===== config.mk =====
export PLATFORM = sky130hd
export DESIGN_NAME = go_back_n_sender_window
export DESIGN_NICKNAME = d
export VERILOG_FILES = /design/src/hw/rtl/gbn_pkg.sv /design/src/hw/rtl/go_back_n_sender_window.sv /design/src/hw/rtl/gbn_alu.sv /design/src/hw/rtl/gbn_seq.sv
export SDC_FILE = /design/constraint.sdc
export NUM_CORES = 1
export LEC_CHECK = 0
export CAP_MARGIN = 10
export CORE_MARGIN = 1.5
export CORE_UTILIZATION = 51
export DETAILED_ROUTE_END_ITERATION = 7
export DONT_BUFFER_PORTS = 1
export PLACE_DENSITY = 0.77
export SYNTH_ARGS = -nofsm -noshare
export SYNTH_HDL_FRONTEND = slang
export SYNTH_HIERARCHICAL = 1
export SYNTH_SLANG_ARGS = --single-unit

===== constraint.sdc =====
create_clock -name clock -period 6.3 [get_ports clock]
set_input_delay 1.26 -clock clock [delete_from_list [all_inputs] [get_ports clock]]
set_output_delay 1.26 -clock clock [all_outputs]
set_load 0.02 [all_outputs]

===== src/hw/rtl/gbn_pkg.sv =====
`default_nettype none

package gbn_pkg;

   // sequence space
   localparam int SEQ_COUNT = 16;
   localparam int SEQ_W     = $clog2(SEQ_COUNT);
   localparam int CNT_W     = SEQ_W + 1;

   // fixed field widths
   localparam int WIN_W     = 4;
   localparam int POLL_W    = 8;
   localparam int COUNT_W   = 16;
   localparam int ACK_W     = 8;
   localparam int SEQB_W    = 5;
   localparam int BASE_W    = 4;
   localparam int ALU_W     = COUNT_W;

   // channel widths
   localparam int REQ_DATA_W = 16;
   localparam int RSP_DATA_W = 32;
   localparam int CSR_IDX_W  = 2;
   localparam int CSR_DATA_W = COUNT_W;

   // register indexes
   localparam logic [CSR_IDX_W-1:0] REG_WINDOW  = 2'd0;
   localparam logic [CSR_IDX_W-1:0] REG_TIMEOUT = 2'd1;
   localparam logic [CSR_IDX_W-1:0] REG_PACKETS = 2'd2;

   // reset values of the registers
   localparam logic [WIN_W-1:0]   WINDOW_RESET  = 4'd1;
   localparam logic [POLL_W-1:0]  TIMEOUT_RESET = 8'd20;
   localparam logic [COUNT_W-1:0] PACKETS_RESET = 16'd0;

   typedef enum logic [1:0] {
      CMD_START = 2'd0,
      CMD_SEND  = 2'd1,
      CMD_ACK   = 2'd2,
      CMD_POLL  = 2'd3
   } cmd_type;

   typedef struct packed {
      logic [WIN_W-1:0]   window_size;
      logic [POLL_W-1:0]  timeout_polls;
      logic [COUNT_W-1:0] packet_count;
   } cfg_type;

   typedef struct packed {
      logic [ALU_W-1:0] a;
      logic [ALU_W-1:0] b;
   } alu_req_type;

   typedef struct packed {
      logic [ALU_W-1:0] diff;
      logic             borrow;
   } alu_rsp_type;

   typedef struct packed {
      logic               finished;
      logic               timed_out;
      logic               ack_accepted;
      logic [BASE_W-1:0]  window_base;
      logic [COUNT_W-1:0] packet_index;
      logic [SEQB_W-1:0]  seq_byte;
      logic               sent;
   } result_type;

   // difference of two sequence numbers, wrapped into the sequence space
   function automatic logic [SEQ_W-1:0] seq_wrap(input alu_rsp_type r);
      logic [ALU_W-1:0] t;
      t = r.diff + (r.borrow ? ALU_W'(SEQ_COUNT) : '0);
      return t[SEQ_W-1:0];
   endfunction

   // next sequence number, wrapping at the end of the space
   function automatic logic [SEQ_W-1:0] seq_inc(input logic [SEQ_W-1:0] s);
      return (s == SEQ_W'(SEQ_COUNT - 1)) ? '0 : s + SEQ_W'(1);
   endfunction

endpackage

`default_nettype wire


===== src/hw/rtl/go_back_n_sender_window.sv =====
`default_nettype none

// Go-back-N sender window control over 16 sequence numbers. Each request item carries a
// command (start, send attempt, ack, empty poll) and an ack byte; each one gives exactly
// one response item with the grant, sequence byte, packet index, window base and status
// flags. Items are handled one at a time by a small sequencer around a single shared
// subtractor; a start, or an ack whose sequence number is outside the space, skips the
// compares, and an accepted ack or a timeout rewind sweeps the slot mask one entry a cycle
// to free its slots. The response sits in an output register, so the next request is
// taken while it waits; a response still blocked there holds the following item in its
// final state until the receiver takes it. Registers: 0 window size, 1 empty polls
// tolerated, 2 packets in the transfer.

module go_back_n_sender_window
   import gbn_pkg::*;
(
   input  wire                    clock,
   input  wire                    reset,
   input  wire                    req_tvalid,
   output logic                   req_tready,
   // command[1:0], ack_byte[9:2]
   input  wire  [REQ_DATA_W-1:0]  req_tdata,
   output logic                   rsp_tvalid,
   input  wire                    rsp_tready,
   // sent[0], seq_byte[5:1], packet_index[21:6], window_base[25:22],
   // ack_accepted[26], timed_out[27], finished[28]
   output logic [RSP_DATA_W-1:0]  rsp_tdata,
   input  wire                    csr_we,
   input  wire  [CSR_IDX_W-1:0]   csr_index,
   input  wire  [CSR_DATA_W-1:0]  csr_wdata
);

   cfg_type                 cfg_ff, cfg_in;
   logic                    rsp_valid_ff, rsp_valid_in;
   result_type              rsp_data_ff, rsp_data_in;
   result_type              result;
   logic                    ready;
   logic                    done;
   logic                    out_free;

   // configuration writes
   always_comb begin
      cfg_in = cfg_ff;
      if (csr_we) begin
         case (csr_index)
            REG_WINDOW:  cfg_in.window_size   = csr_wdata[WIN_W-1:0];
            REG_TIMEOUT: cfg_in.timeout_polls = csr_wdata[POLL_W-1:0];
            REG_PACKETS: cfg_in.packet_count  = csr_wdata[COUNT_W-1:0];
            default:     cfg_in = cfg_ff;
         endcase
      end
   end

   assign out_free   = ~rsp_valid_ff | rsp_tready;
   assign req_tready = ready;

   gbn_seq u_seq (
      .clock    (clock),
      .reset    (reset),
      .start    (req_tvalid & ready),
      .cmd      (req_tdata[1:0]),
      .ack_byte (req_tdata[2 +: ACK_W]),
      .cfg      (cfg_ff),
      .out_free (out_free),
      .ready    (ready),
      .done     (done),
      .result   (result)
   );

   // output register
   always_comb begin
      rsp_valid_in = rsp_valid_ff;
      rsp_data_in  = rsp_data_ff;
      if (done) begin
         rsp_valid_in = 1'b1;
         rsp_data_in  = result;
      end else if (rsp_tready) begin
         rsp_valid_in = 1'b0;
      end
   end

   always_ff @(posedge clock) begin
      if (reset) begin
         cfg_ff.window_size   <= WINDOW_RESET;
         cfg_ff.timeout_polls <= TIMEOUT_RESET;
         cfg_ff.packet_count  <= PACKETS_RESET;
         rsp_valid_ff         <= 1'b0;
      end else begin
         cfg_ff       <= cfg_in;
         rsp_valid_ff <= rsp_valid_in;
      end
   end

   always_ff @(posedge clock) begin
      rsp_data_ff <= rsp_data_in;
   end

   assign rsp_tvalid = rsp_valid_ff;
   assign rsp_tdata  = RSP_DATA_W'(rsp_data_ff);

endmodule

`default_nettype wire


===== src/hw/rtl/gbn_alu.sv =====
`default_nettype none

module gbn_alu
   import gbn_pkg::*;
(
   input  alu_req_type req,
   output alu_rsp_type rsp
);

   logic [ALU_W:0] wide;

   // unsigned subtract, borrow set when a is below b
   assign wide       = {1'b0, req.a} - {1'b0, req.b};
   assign rsp.diff   = wide[ALU_W-1:0];
   assign rsp.borrow = wide[ALU_W];

endmodule

`default_nettype wire


===== src/hw/rtl/gbn_seq.sv =====
`default_nettype none

module gbn_seq
   import gbn_pkg::*;
(
   input  wire                clock,
   input  wire                reset,
   input  wire                start,
   input  wire  [1:0]         cmd,
   input  wire  [ACK_W-1:0]   ack_byte,
   input  cfg_type            cfg,
   input  wire                out_free,
   output logic               ready,
   output logic               done,
   output result_type         result
);

   typedef enum logic [5:0] {
      ST_IDLE  = 6'b000001,
      ST_OUTN  = 6'b000010,
      ST_CMP_A = 6'b000100,
      ST_CMP_B = 6'b001000,
      ST_FREE  = 6'b010000,
      ST_FIN   = 6'b100000
   } state_type;

   state_type             state_ff, state_in;
   cmd_type               cmd_ff, cmd_in;
   logic [ACK_W-1:0]      idx_ff, idx_in;
   logic [SEQ_W-1:0]      base_ff, base_in;
   logic [SEQ_W-1:0]      next_ff, next_in;
   logic [SEQ_COUNT-1:0]  mask_ff, mask_in;
   logic [COUNT_W-1:0]    total_ff, total_in;
   logic [POLL_W-1:0]     poll_ff, poll_in;
   logic [SEQ_W-1:0]      outn_ff, outn_in;
   logic [SEQ_W-1:0]      dist_ff, dist_in;
   logic                  ok_ff, ok_in;
   logic [CNT_W-1:0]      cnt_ff, cnt_in;
   logic [SEQ_W-1:0]      ptr_ff, ptr_in;
   logic                  sent_ff, sent_in;
   logic [SEQB_W-1:0]     seqb_ff, seqb_in;
   logic [COUNT_W-1:0]    pidx_ff, pidx_in;
   logic                  acc_ff, acc_in;
   logic                  tmo_ff, tmo_in;

   alu_req_type           alu_req;
   alu_rsp_type           alu_rsp;
   logic [ALU_W-1:0]      win;
   logic [POLL_W:0]       poll_inc;
   logic                  idx_ok;

   gbn_alu u_alu (
      .req (alu_req),
      .rsp (alu_rsp)
   );

   // window capped to one below the sequence space
   assign win = (ALU_W'(cfg.window_size) > ALU_W'(SEQ_COUNT - 1)) ?
                ALU_W'(SEQ_COUNT - 1) : ALU_W'(cfg.window_size);
   assign poll_inc = {1'b0, poll_ff} + (POLL_W + 1)'(1);
   assign idx_ok   = {1'b0, idx_ff} < (ACK_W + 1)'(SEQ_COUNT);

   // operand select for the shared subtractor
   always_comb begin
      alu_req.a = '0;
      alu_req.b = '0;
      case (state_ff)
         ST_OUTN: begin
            alu_req.a = ALU_W'(next_ff);
            alu_req.b = ALU_W'(base_ff);
         end
         ST_CMP_A: begin
            case (cmd_ff)
               CMD_SEND: begin
                  alu_req.a = ALU_W'(outn_ff);
                  alu_req.b = win;
               end
               CMD_ACK: begin
                  alu_req.a = ALU_W'(idx_ff);
                  alu_req.b = ALU_W'(base_ff);
               end
               CMD_POLL: begin
                  alu_req.a = ALU_W'(cfg.timeout_polls);
                  alu_req.b = ALU_W'(poll_inc);
               end
               default: begin
                  alu_req.a = '0;
               end
            endcase
         end
         ST_CMP_B: begin
            case (cmd_ff)
               CMD_SEND: begin
                  alu_req.a = total_ff;
                  alu_req.b = cfg.packet_count;
               end
               CMD_ACK: begin
                  alu_req.a = ALU_W'(dist_ff);
                  alu_req.b = ALU_W'(outn_ff);
               end
               CMD_POLL: begin
                  alu_req.a = total_ff;
                  alu_req.b = ALU_W'(outn_ff);
               end
               default: begin
                  alu_req.a = '0;
               end
            endcase
         end
         ST_FIN: begin
            alu_req.a = total_ff;
            alu_req.b = cfg.packet_count;
         end
         default: begin
            alu_req.a = '0;
         end
      endcase
   end

   // sequencer
   always_comb begin
      state_in = state_ff;
      cmd_in   = cmd_ff;
      idx_in   = idx_ff;
      base_in  = base_ff;
      next_in  = next_ff;
      mask_in  = mask_ff;
      total_in = total_ff;
      poll_in  = poll_ff;
      outn_in  = outn_ff;
      dist_in  = dist_ff;
      ok_in    = ok_ff;
      cnt_in   = cnt_ff;
      ptr_in   = ptr_ff;
      sent_in  = sent_ff;
      seqb_in  = seqb_ff;
      pidx_in  = pidx_ff;
      acc_in   = acc_ff;
      tmo_in   = tmo_ff;
      done     = 1'b0;
      case (state_ff)
         ST_IDLE: begin
            if (start) begin
               cmd_in   = cmd_type'(cmd);
               idx_in   = ack_byte + {ACK_W{1'b1}};
               sent_in  = 1'b0;
               seqb_in  = '0;
               pidx_in  = '0;
               acc_in   = 1'b0;
               tmo_in   = 1'b0;
               state_in = ST_OUTN;
            end
         end
         ST_OUTN: begin
            outn_in = seq_wrap(alu_rsp);
            case (cmd_ff)
               CMD_START: begin
                  base_in  = '0;
                  next_in  = '0;
                  total_in = '0;
                  poll_in  = '0;
                  mask_in  = '1;
                  state_in = ST_FIN;
               end
               CMD_SEND: begin
                  state_in = ST_CMP_A;
               end
               CMD_ACK: begin
                  poll_in  = '0;
                  state_in = idx_ok ? ST_CMP_A : ST_FIN;
               end
               CMD_POLL: begin
                  state_in = ST_CMP_A;
               end
               default: begin
                  state_in = ST_FIN;
               end
            endcase
         end
         ST_CMP_A: begin
            case (cmd_ff)
               CMD_SEND: begin
                  ok_in    = alu_rsp.borrow;
                  state_in = ST_CMP_B;
               end
               CMD_ACK: begin
                  dist_in  = seq_wrap(alu_rsp);
                  state_in = ST_CMP_B;
               end
               CMD_POLL: begin
                  if (alu_rsp.borrow) begin
                     tmo_in   = 1'b1;
                     poll_in  = '0;
                     state_in = ST_CMP_B;
                  end else begin
                     poll_in  = poll_inc[POLL_W-1:0];
                     state_in = ST_FIN;
                  end
               end
               default: begin
                  state_in = ST_FIN;
               end
            endcase
         end
         ST_CMP_B: begin
            case (cmd_ff)
               CMD_SEND: begin
                  // grant when window, packets and slot all allow it
                  if (ok_ff && alu_rsp.borrow && mask_ff[next_ff]) begin
                     sent_in          = 1'b1;
                     seqb_in          = SEQB_W'(next_ff) + SEQB_W'(1);
                     pidx_in          = total_ff;
                     mask_in[next_ff] = 1'b0;
                     next_in          = seq_inc(next_ff);
                     total_in         = total_ff + COUNT_W'(1);
                  end
                  state_in = ST_FIN;
               end
               CMD_ACK: begin
                  // cumulative ack inside the outstanding range
                  if (alu_rsp.borrow) begin
                     ptr_in   = base_ff;
                     cnt_in   = CNT_W'(dist_ff) + CNT_W'(1);
                     base_in  = seq_inc(idx_ff[SEQ_W-1:0]);
                     acc_in   = 1'b1;
                     state_in = ST_FREE;
                  end else begin
                     state_in = ST_FIN;
                  end
               end
               CMD_POLL: begin
                  // rewind to base, saturating the sent count
                  total_in = alu_rsp.borrow ? '0 : alu_rsp.diff;
                  next_in  = base_ff;
                  ptr_in   = base_ff;
                  cnt_in   = CNT_W'(outn_ff);
                  state_in = ST_FREE;
               end
               default: begin
                  state_in = ST_FIN;
               end
            endcase
         end
         ST_FREE: begin
            // free one slot a cycle
            if (cnt_ff == '0) begin
               state_in = ST_FIN;
            end else begin
               mask_in[ptr_ff] = 1'b1;
               ptr_in          = seq_inc(ptr_ff);
               cnt_in          = cnt_ff - CNT_W'(1);
            end
         end
         ST_FIN: begin
            if (out_free) begin
               done     = 1'b1;
               state_in = ST_IDLE;
            end
         end
         default: begin
            state_in = ST_IDLE;
         end
      endcase
   end

   assign ready = (state_ff == ST_IDLE);

   // result item
   assign result.sent         = sent_ff;
   assign result.seq_byte     = seqb_ff;
   assign result.packet_index = pidx_ff;
   assign result.window_base  = BASE_W'(base_ff);
   assign result.ack_accepted = acc_ff;
   assign result.timed_out    = tmo_ff;
   assign result.finished     = ~alu_rsp.borrow;

   // control state
   always_ff @(posedge clock) begin
      if (reset) begin
         state_ff <= ST_IDLE;
         base_ff  <= '0;
         next_ff  <= '0;
         mask_ff  <= '1;
         total_ff <= '0;
         poll_ff  <= '0;
      end else begin
         state_ff <= state_in;
         base_ff  <= base_in;
         next_ff  <= next_in;
         mask_ff  <= mask_in;
         total_ff <= total_in;
         poll_ff  <= poll_in;
      end
   end

   // working registers
   always_ff @(posedge clock) begin
      cmd_ff  <= cmd_in;
      idx_ff  <= idx_in;
      outn_ff <= outn_in;
      dist_ff <= dist_in;
      ok_ff   <= ok_in;
      cnt_ff  <= cnt_in;
      ptr_ff  <= ptr_in;
      sent_ff <= sent_in;
      seqb_ff <= seqb_in;
      pidx_ff <= pidx_in;
      acc_ff  <= acc_in;
      tmo_ff  <= tmo_in;
   end

endmodule

`default_nettype wire


# After elaboration in Yosys (flattened, before gate mapping)
# Index checks and enable logic that the tools add are counted.
# W data, S select, Z words.
# classes
addsub	11
multipliers	0
div_mod_pow	0
order_cmp	5
eq_ne	30
shifts	0
mux	75
bitwise	7
reduce_logical	33
# ops
op	n
$mux W16	10
$pmux W16 S2	5
$pmux W16 S4	2
$pmux W16 S3	1
$pmux W4 S2	5
$mux W4	9
$mux W6	6
$pmux W6 S6	1
$pmux W5 S2	3
$pmux W9 S3	1
$mux W5	5
$mux W8	3
$pmux W6 S2	2
$pmux W8 S3	1
$reduce_and A4 Y1	6
$pmux W6 S3	1
$sub A16 B16 Y17	1
$add A16 B1 Y16 const B	1
$and A16 B16 Y16	1
$not A16 Y16	1
$or A16 B16 Y16	1
$pmux W8 S2	1
$mux W1	13
$add A4 B1 Y4 const B	3
other kinds (36)	78
# word_totals
register_bits	164
latchBits	0
mem_bits_rw	0
mem_bits_ro	0
out_inout_bits	34
memories	0

# Logic depth before layout (Yosys ltp)
# depth
word_depth	10
depth_mapped	23
depth_no_buf	20

# By module
# The synthesis kept the hierarchy.
# by_module_without_submodules
module	instances	cells_each	area_per_inst_um2	seq_area_each_um2
gbn_seq	1	707	6452.4	2642.5
go_back_n_sender_window	1	153	2143.3	1451.4
gbn_alu	1	132	917.1	0.0

# Least setup slack after synthesis
# No wires, ideal clock.
# synth_timing
path_type	register to register
start	register u_seq.state_ff[0]
end	register u_seq.cnt_ff[0] (enable)
setup_time_ps	392
t_arrival_ps	4796
required_ps	5908
path_slack_ps	1112
path_stages_with_launch	19
path_buffers	3
path_cell_list	dfxtp_1 or4_4 or3b_1 buf_4 nor2_4 buf_2 a31oi_1 nand3_1 ha_1 fa_1 nor2b_4 o2111a_2 o31a_1 o211a_1 o21ai_1 clkbuf_1 and2_1 nor3_1 a221oi_1
# synth_lines
item	line_no	text
start, declared	gbn_seq.sv:27	state_type state_ff, state_in;
start signal, assigned	gbn_seq.sv:287	state_ff <= state_in;
end signal, assigned	gbn_seq.sv:303	cnt_ff <= cnt_in;
end, declared	gbn_seq.sv:38	logic [CNT_W-1:0] cnt_ff, cnt_in;

==> results_tabular.tex <==
\begin{tabular}{lr}
\hline
Metric & Value \\
\hline
\multicolumn{2}{l}{\textbf{Outcome}} \\
Status & complete, but fails checks \\
Violated checks & design-rule violations \\
\multicolumn{2}{l}{\textbf{CTS}} \\
Hold bufs inserted after CTS & 0 \\
Clock Tree Buf Depth & 2 \\
Clock latency reported for the late side of the worst-skew pair & 430 ps \\
Root buffer cell & sky130\_fd\_sc\_hd\_\_clkbuf\_16 \\
CTS tree & built \\
Num CTS Buffers & 17 \\
Post-cts resize count & 0 \\
Number of H-tree levels & 4 \\
Setup Fix Bufs, Post-CTS & 0 \\
Clock tree sinks & 164 \\
Clock transition at the register clock pins on the worst setup and hold paths after CTS & 70 ps \\
\multicolumn{2}{l}{\textbf{Floorplanning}} \\
Vertical extent of the die & 139.6 um \\
Initial standard-cell utilization of the core & 52.42\% \\
Top-Level Pins & 73 \\
Area of the core & 18150 sq um \\
Horizontal die dimension & 139.6 um \\
Die Outline Area & 19480 sq um \\
Num rows & 49 \\
\multicolumn{2}{l}{\textbf{STA}} \\
Max transition margin & 33.83\% \\
Number of slew-limit violations in the final report & 0 \\
Setup TNS & 0 ps \\
RSZ-0062 raised after global routing & false \\
Final-report hold violation count & 0 \\
Maximum clock skew at final layout & 12.54 ps \\
Maximum achievable frequency & 0.1779 GHz \\
Endpoints failing setup & 0 \\
Final worst-path cycle share & 89.23\% \\
Min cycle time layout & 5621 ps \\
Transition time at the pin with the least slew margin & 992.6 ps \\
\multicolumn{2}{l}{\textbf{Synthesis}} \\
Sequential share of the synthesized area & 43.04\% \\
Post-synth design cell area & 9513 sq um \\
Number of cells produced by synthesis & 992 \\
Most used flip-flop cell after synthesis & sky130\_fd\_sc\_hd\_\_dfxtp\_1 \\
Number of flops mapped to enable cells by yosys & 81 \\
Synth Register Bits & 164 \\
Avg Synthesized Cell Area & 9.590 sq um \\
Async S/R FF share, synth & 0\% \\
Yosys Warn Count & 6 \\
Number of distinct library cells after synthesis & 88 \\
\multicolumn{2}{l}{\textbf{Drt}} \\
Drt pass-1 iters & 8 \\
Detailed-route wire length & 21990 um \\
Post-detailed-route via-to-cell ratio & 6.107 \\
DRC errors left & 4 \\
Routed via count & 7371 \\
Initial DRC Count & 857 \\
Per-cell routed wire length & 18.22 um \\
Residual antenna-violating net count after detailed routing & 0 \\
\multicolumn{2}{l}{\textbf{Power and ir drop}} \\
Reported leakage power & 3.691 nW \\
Switching share of power & 27.53\% \\
Final Power & 2.655 mW \\
Clock share of power & 35.8\% \\
Gate power share & 14.8\% \\
Proportion of power drawn by flip-flops and latches & 49.4\% \\
Pint & 1.924 mW \\
Total power density per cell area & 262.4 nW/um\^{}2 \\
Net switching component of the power & 0.7310 mW \\
VDD IR-drop max & 265.4 uV \\
\multicolumn{2}{l}{\textbf{Finish}} \\
Storage cell area & 4094 sq um \\
Area growth syn-to-layout & 6.379\% \\
Filler-free cell count of the finished design & 1207 \\
Final-layout fill cell count & 1585 \\
NumNets Final & 1041 \\
Combined area of the multi-input logic cells & 4926 sq um \\
Fraction of layout cells with a size suffix above 1 & 8.180\% \\
N\_diodes & 0 \\
\multicolumn{2}{l}{\textbf{GRT}} \\
Maximum number of pins on one net before global-route repair & 106 \\
First-pass GRT wire length & 35700 um \\
Antenna violations before repair & 0 \\
Number of global-route vias before repair & 6773 \\
Overall global routing resource usage & 23.19\% \\
Remaining global-route overflow & 0 \\
\multicolumn{2}{l}{\textbf{Worst hold path}} \\
Origin of the worst min-delay path & u\_seq/pidx\_ff[3] \\
Hold Path Sink & rsp\_tdata[9] \\
Worst hold-check path type & flip-flop to flip-flop \\
Worst hold path stage count & 0 \\
\multicolumn{2}{l}{\textbf{Critical path}} \\
Type of destination of the critical path & flip-flop \\
R2r worst-path depth & 19 \\
Critical Path Source Type & flip-flop \\
Maximum fanout along the worst path & 18 \\
Register-to-Register Setup Slack & 680 ps \\
Signal arrival time at the worst endpoint & 5810 ps \\
Critical path class & flip-flop to flip-flop \\
RR Endpoint & u\_seq/ptr\_ff[0] \\
Launching point of the worst reg2reg path & u\_seq/state\_ff[0] \\
Required time at the endpoint of the critical path & 6480 ps \\
\multicolumn{2}{l}{\textbf{Place}} \\
Port buffer count & 0 \\
HPWL after detailed placement & 15500 um \\
Cells after DPL & 1176 \\
Last weighted congestion value of the routability-driven placer & 0.9229 \\
\multicolumn{2}{l}{\textbf{Job}} \\
Number of max-capacitance violations reported & 0 \\
\hline
\end{tabular}
logic make-up (layout without fill, tap and decap cells):
kind of cell	count (synthesis)	in the layout	synth area share [%]
AOI/OAI and AO/OA	252	252	18.26
xor gates and xnor gates	36	36	3.314
adders and majority gates	36	36	4.814
buffers and inverters	105	89	5.366
DFF	164	164	43.04
muxes	37	37	4.301
other	1	3	0.03942
and+or+nand+nor	361	361	20.87
layout make-up:
class / count / share of cell area [%]
repair buffers: 12 / 0.8902
multi-input cells: 725 / 48.68
inverters: 46 / 1.805
clock inverters: 14 / 1.137
flip-flops and latches: 164 / 40.46
clock buffers: 17 / 4.204
well taps: 229 / 2.831
synth_stat cells (22+ instances only):
| cell type | n | share of area, % |
|---|---|---|
| sky130_fd_sc_hd__dfxtp_1 | 83 | 17 |
| sky130_fd_sc_hd__edfxtp_1 | 81 | 26 |
| sky130_fd_sc_hd__a21oi_1 | 74 | 3.9 |
| sky130_fd_sc_hd__nand2_1 | 72 | 2.8 |
| sky130_fd_sc_hd__nor2_1 | 59 | 2.3 |
| sky130_fd_sc_hd__nand2b_1 | 53 | 3.5 |
| sky130_fd_sc_hd__o21ai_0 | 46 | 2.4 |
| sky130_fd_sc_hd__inv_1 | 42 | 1.7 |
| sky130_fd_sc_hd__nand3_1 | 37 | 1.9 |
| sky130_fd_sc_hd__ha_1 | 35 | 4.6 |
| sky130_fd_sc_hd__mux2i_1 | 33 | 3.5 |
| sky130_fd_sc_hd__and2_1 | 29 | 1.9 |
| sky130_fd_sc_hd__clkbuf_1 | 28 | 1.1 |
| sky130_fd_sc_hd__xnor2_1 | 22 | 2.0 |
per-stage QoR:
step                      setup WS (ps)  utilization (%)  area, sq um  hold WS, ps
after floorplan                    1112                -         9520        400.3
after global placement            867.9            52.79         9579        404.0
after detailed placement          818.2            52.79         9579        404.5
after CTS                         792.5            55.76        10120        418.6
after global routing              473.4            55.76        10120        421.8
final                             678.6            55.76        10120        417.4
registers in the layout, indices dropped and copies added (netlist names):
signal	flops
u_seq/pidx_ff	16
u_seq/mask_ff	16
cfg_ff	28
u_seq/ok_ff	1
u_seq/idx_ff	8
rsp_tvalid	1
u_seq/next_ff	4
u_seq/acc_ff	1
u_seq/poll_ff	8
u_seq/dist_ff	4
u_seq/outn_ff	4
u_seq/sent_ff	1
u_seq/tmo_ff	1
u_seq/cnt_ff	5
u_seq/seqb_ff	5
u_seq/ptr_ff	4
u_seq/base_ff	4
u_seq/cmd_ff	2
u_seq/state_ff	6
rsp_tdata	29
u_seq/total_ff	16
layout by cell type, fill, tap and decap left out, types with 4 or more instances in the layout:
master,netlist,routed
sky130_fd_sc_hd__a211o_1,7,7
sky130_fd_sc_hd__a211oi_1,16,16
sky130_fd_sc_hd__a21o_1,18,18
sky130_fd_sc_hd__a21oi_1,74,74
sky130_fd_sc_hd__a22o_1,7,7
sky130_fd_sc_hd__a22oi_1,9,9
sky130_fd_sc_hd__a31oi_1,10,10
sky130_fd_sc_hd__a32oi_1,7,7
sky130_fd_sc_hd__and2_1,29,29
sky130_fd_sc_hd__and3_1,12,12
sky130_fd_sc_hd__buf_4,7,12
sky130_fd_sc_hd__clkbuf_16,0,17
sky130_fd_sc_hd__clkinv_4,2,5
sky130_fd_sc_hd__dfxtp_1,83,83
sky130_fd_sc_hd__edfxtp_1,81,81
sky130_fd_sc_hd__ha_1,35,34
sky130_fd_sc_hd__inv_1,42,42
sky130_fd_sc_hd__mux2i_1,33,33
sky130_fd_sc_hd__nand2_1,72,72
sky130_fd_sc_hd__nand2b_1,53,53
sky130_fd_sc_hd__nand3_1,37,37
sky130_fd_sc_hd__nand3b_1,14,14
sky130_fd_sc_hd__nand4_1,8,8
sky130_fd_sc_hd__nor2_1,59,58
sky130_fd_sc_hd__nor2b_1,21,21
sky130_fd_sc_hd__nor3_1,15,15
sky130_fd_sc_hd__nor3_2,4,4
sky130_fd_sc_hd__nor4_1,5,5
sky130_fd_sc_hd__o21ai_0,46,46
sky130_fd_sc_hd__o21ai_1,6,6
sky130_fd_sc_hd__o31ai_1,9,9
sky130_fd_sc_hd__or3_1,9,9
sky130_fd_sc_hd__xnor2_1,22,22
sky130_fd_sc_hd__xor2_1,14,14
worst max path at each step:
stage                                 start         endpoint  slack (ps)  cells past startpoint
after global placement    u_seq/state_ff[0]  u_seq/cnt_ff[0]         870                     19
after global routing      u_seq/state_ff[0]  u_seq/ptr_ff[2]         470                     19
after floorplan           u_seq/state_ff[0]  u_seq/cnt_ff[0]        1110                     18
final                     u_seq/state_ff[0]  u_seq/ptr_ff[0]         680                     19
after CTS                 u_seq/state_ff[0]  u_seq/ptr_ff[1]         790                     19
after detailed placement  u_seq/state_ff[0]  u_seq/ptr_ff[1]         820                     19
power by group through the flow:
stage | sequential (mW) | combinational [mW] | clock, mW
finish | 1.31 | 0.394 | 0.950
floorplan | 1.31 | 0.327 | 0
global placement | 1.33 | 0.381 | 0
detailed placement | 1.33 | 0.386 | 0
global route | 1.32 | 0.431 | 1.01
CTS | 1.31 | 0.390 | 0.968
layer usage:
metal | global-route usage (%) | vias up | routed length [um]
met5 | 0 | - | 0
met2 | 35.59 | 326 | 9970
met3 | 4.921 | 32 | 1487
met4 | 8.089 | 0 | 436
li1 | - | 3544 | -
met1 | 32.54 | 3469 | 10100
critical path: stages (launching register included):
cell                       delay [ps]
sky130_fd_sc_hd__dfxtp_1          320
sky130_fd_sc_hd__or4_4            570
sky130_fd_sc_hd__or3b_1           560
sky130_fd_sc_hd__nor2_4           420
sky130_fd_sc_hd__a22o_1           230
sky130_fd_sc_hd__a22oi_1           70
sky130_fd_sc_hd__nand3_1          110
sky130_fd_sc_hd__inv_1             40
sky130_fd_sc_hd__ha_1             190
sky130_fd_sc_hd__fa_1             430
sky130_fd_sc_hd__nor2b_4          140
sky130_fd_sc_hd__o2111a_2         250
sky130_fd_sc_hd__o31a_1           210
sky130_fd_sc_hd__o211a_1          160
sky130_fd_sc_hd__o21ai_1          190
sky130_fd_sc_hd__buf_4            240
sky130_fd_sc_hd__and2_1           180
sky130_fd_sc_hd__nor3_1           630
sky130_fd_sc_hd__a221oi_1         180
sky130_fd_sc_hd__buf_4            240
No activity file was read; power rests on OpenSTA's default activity.
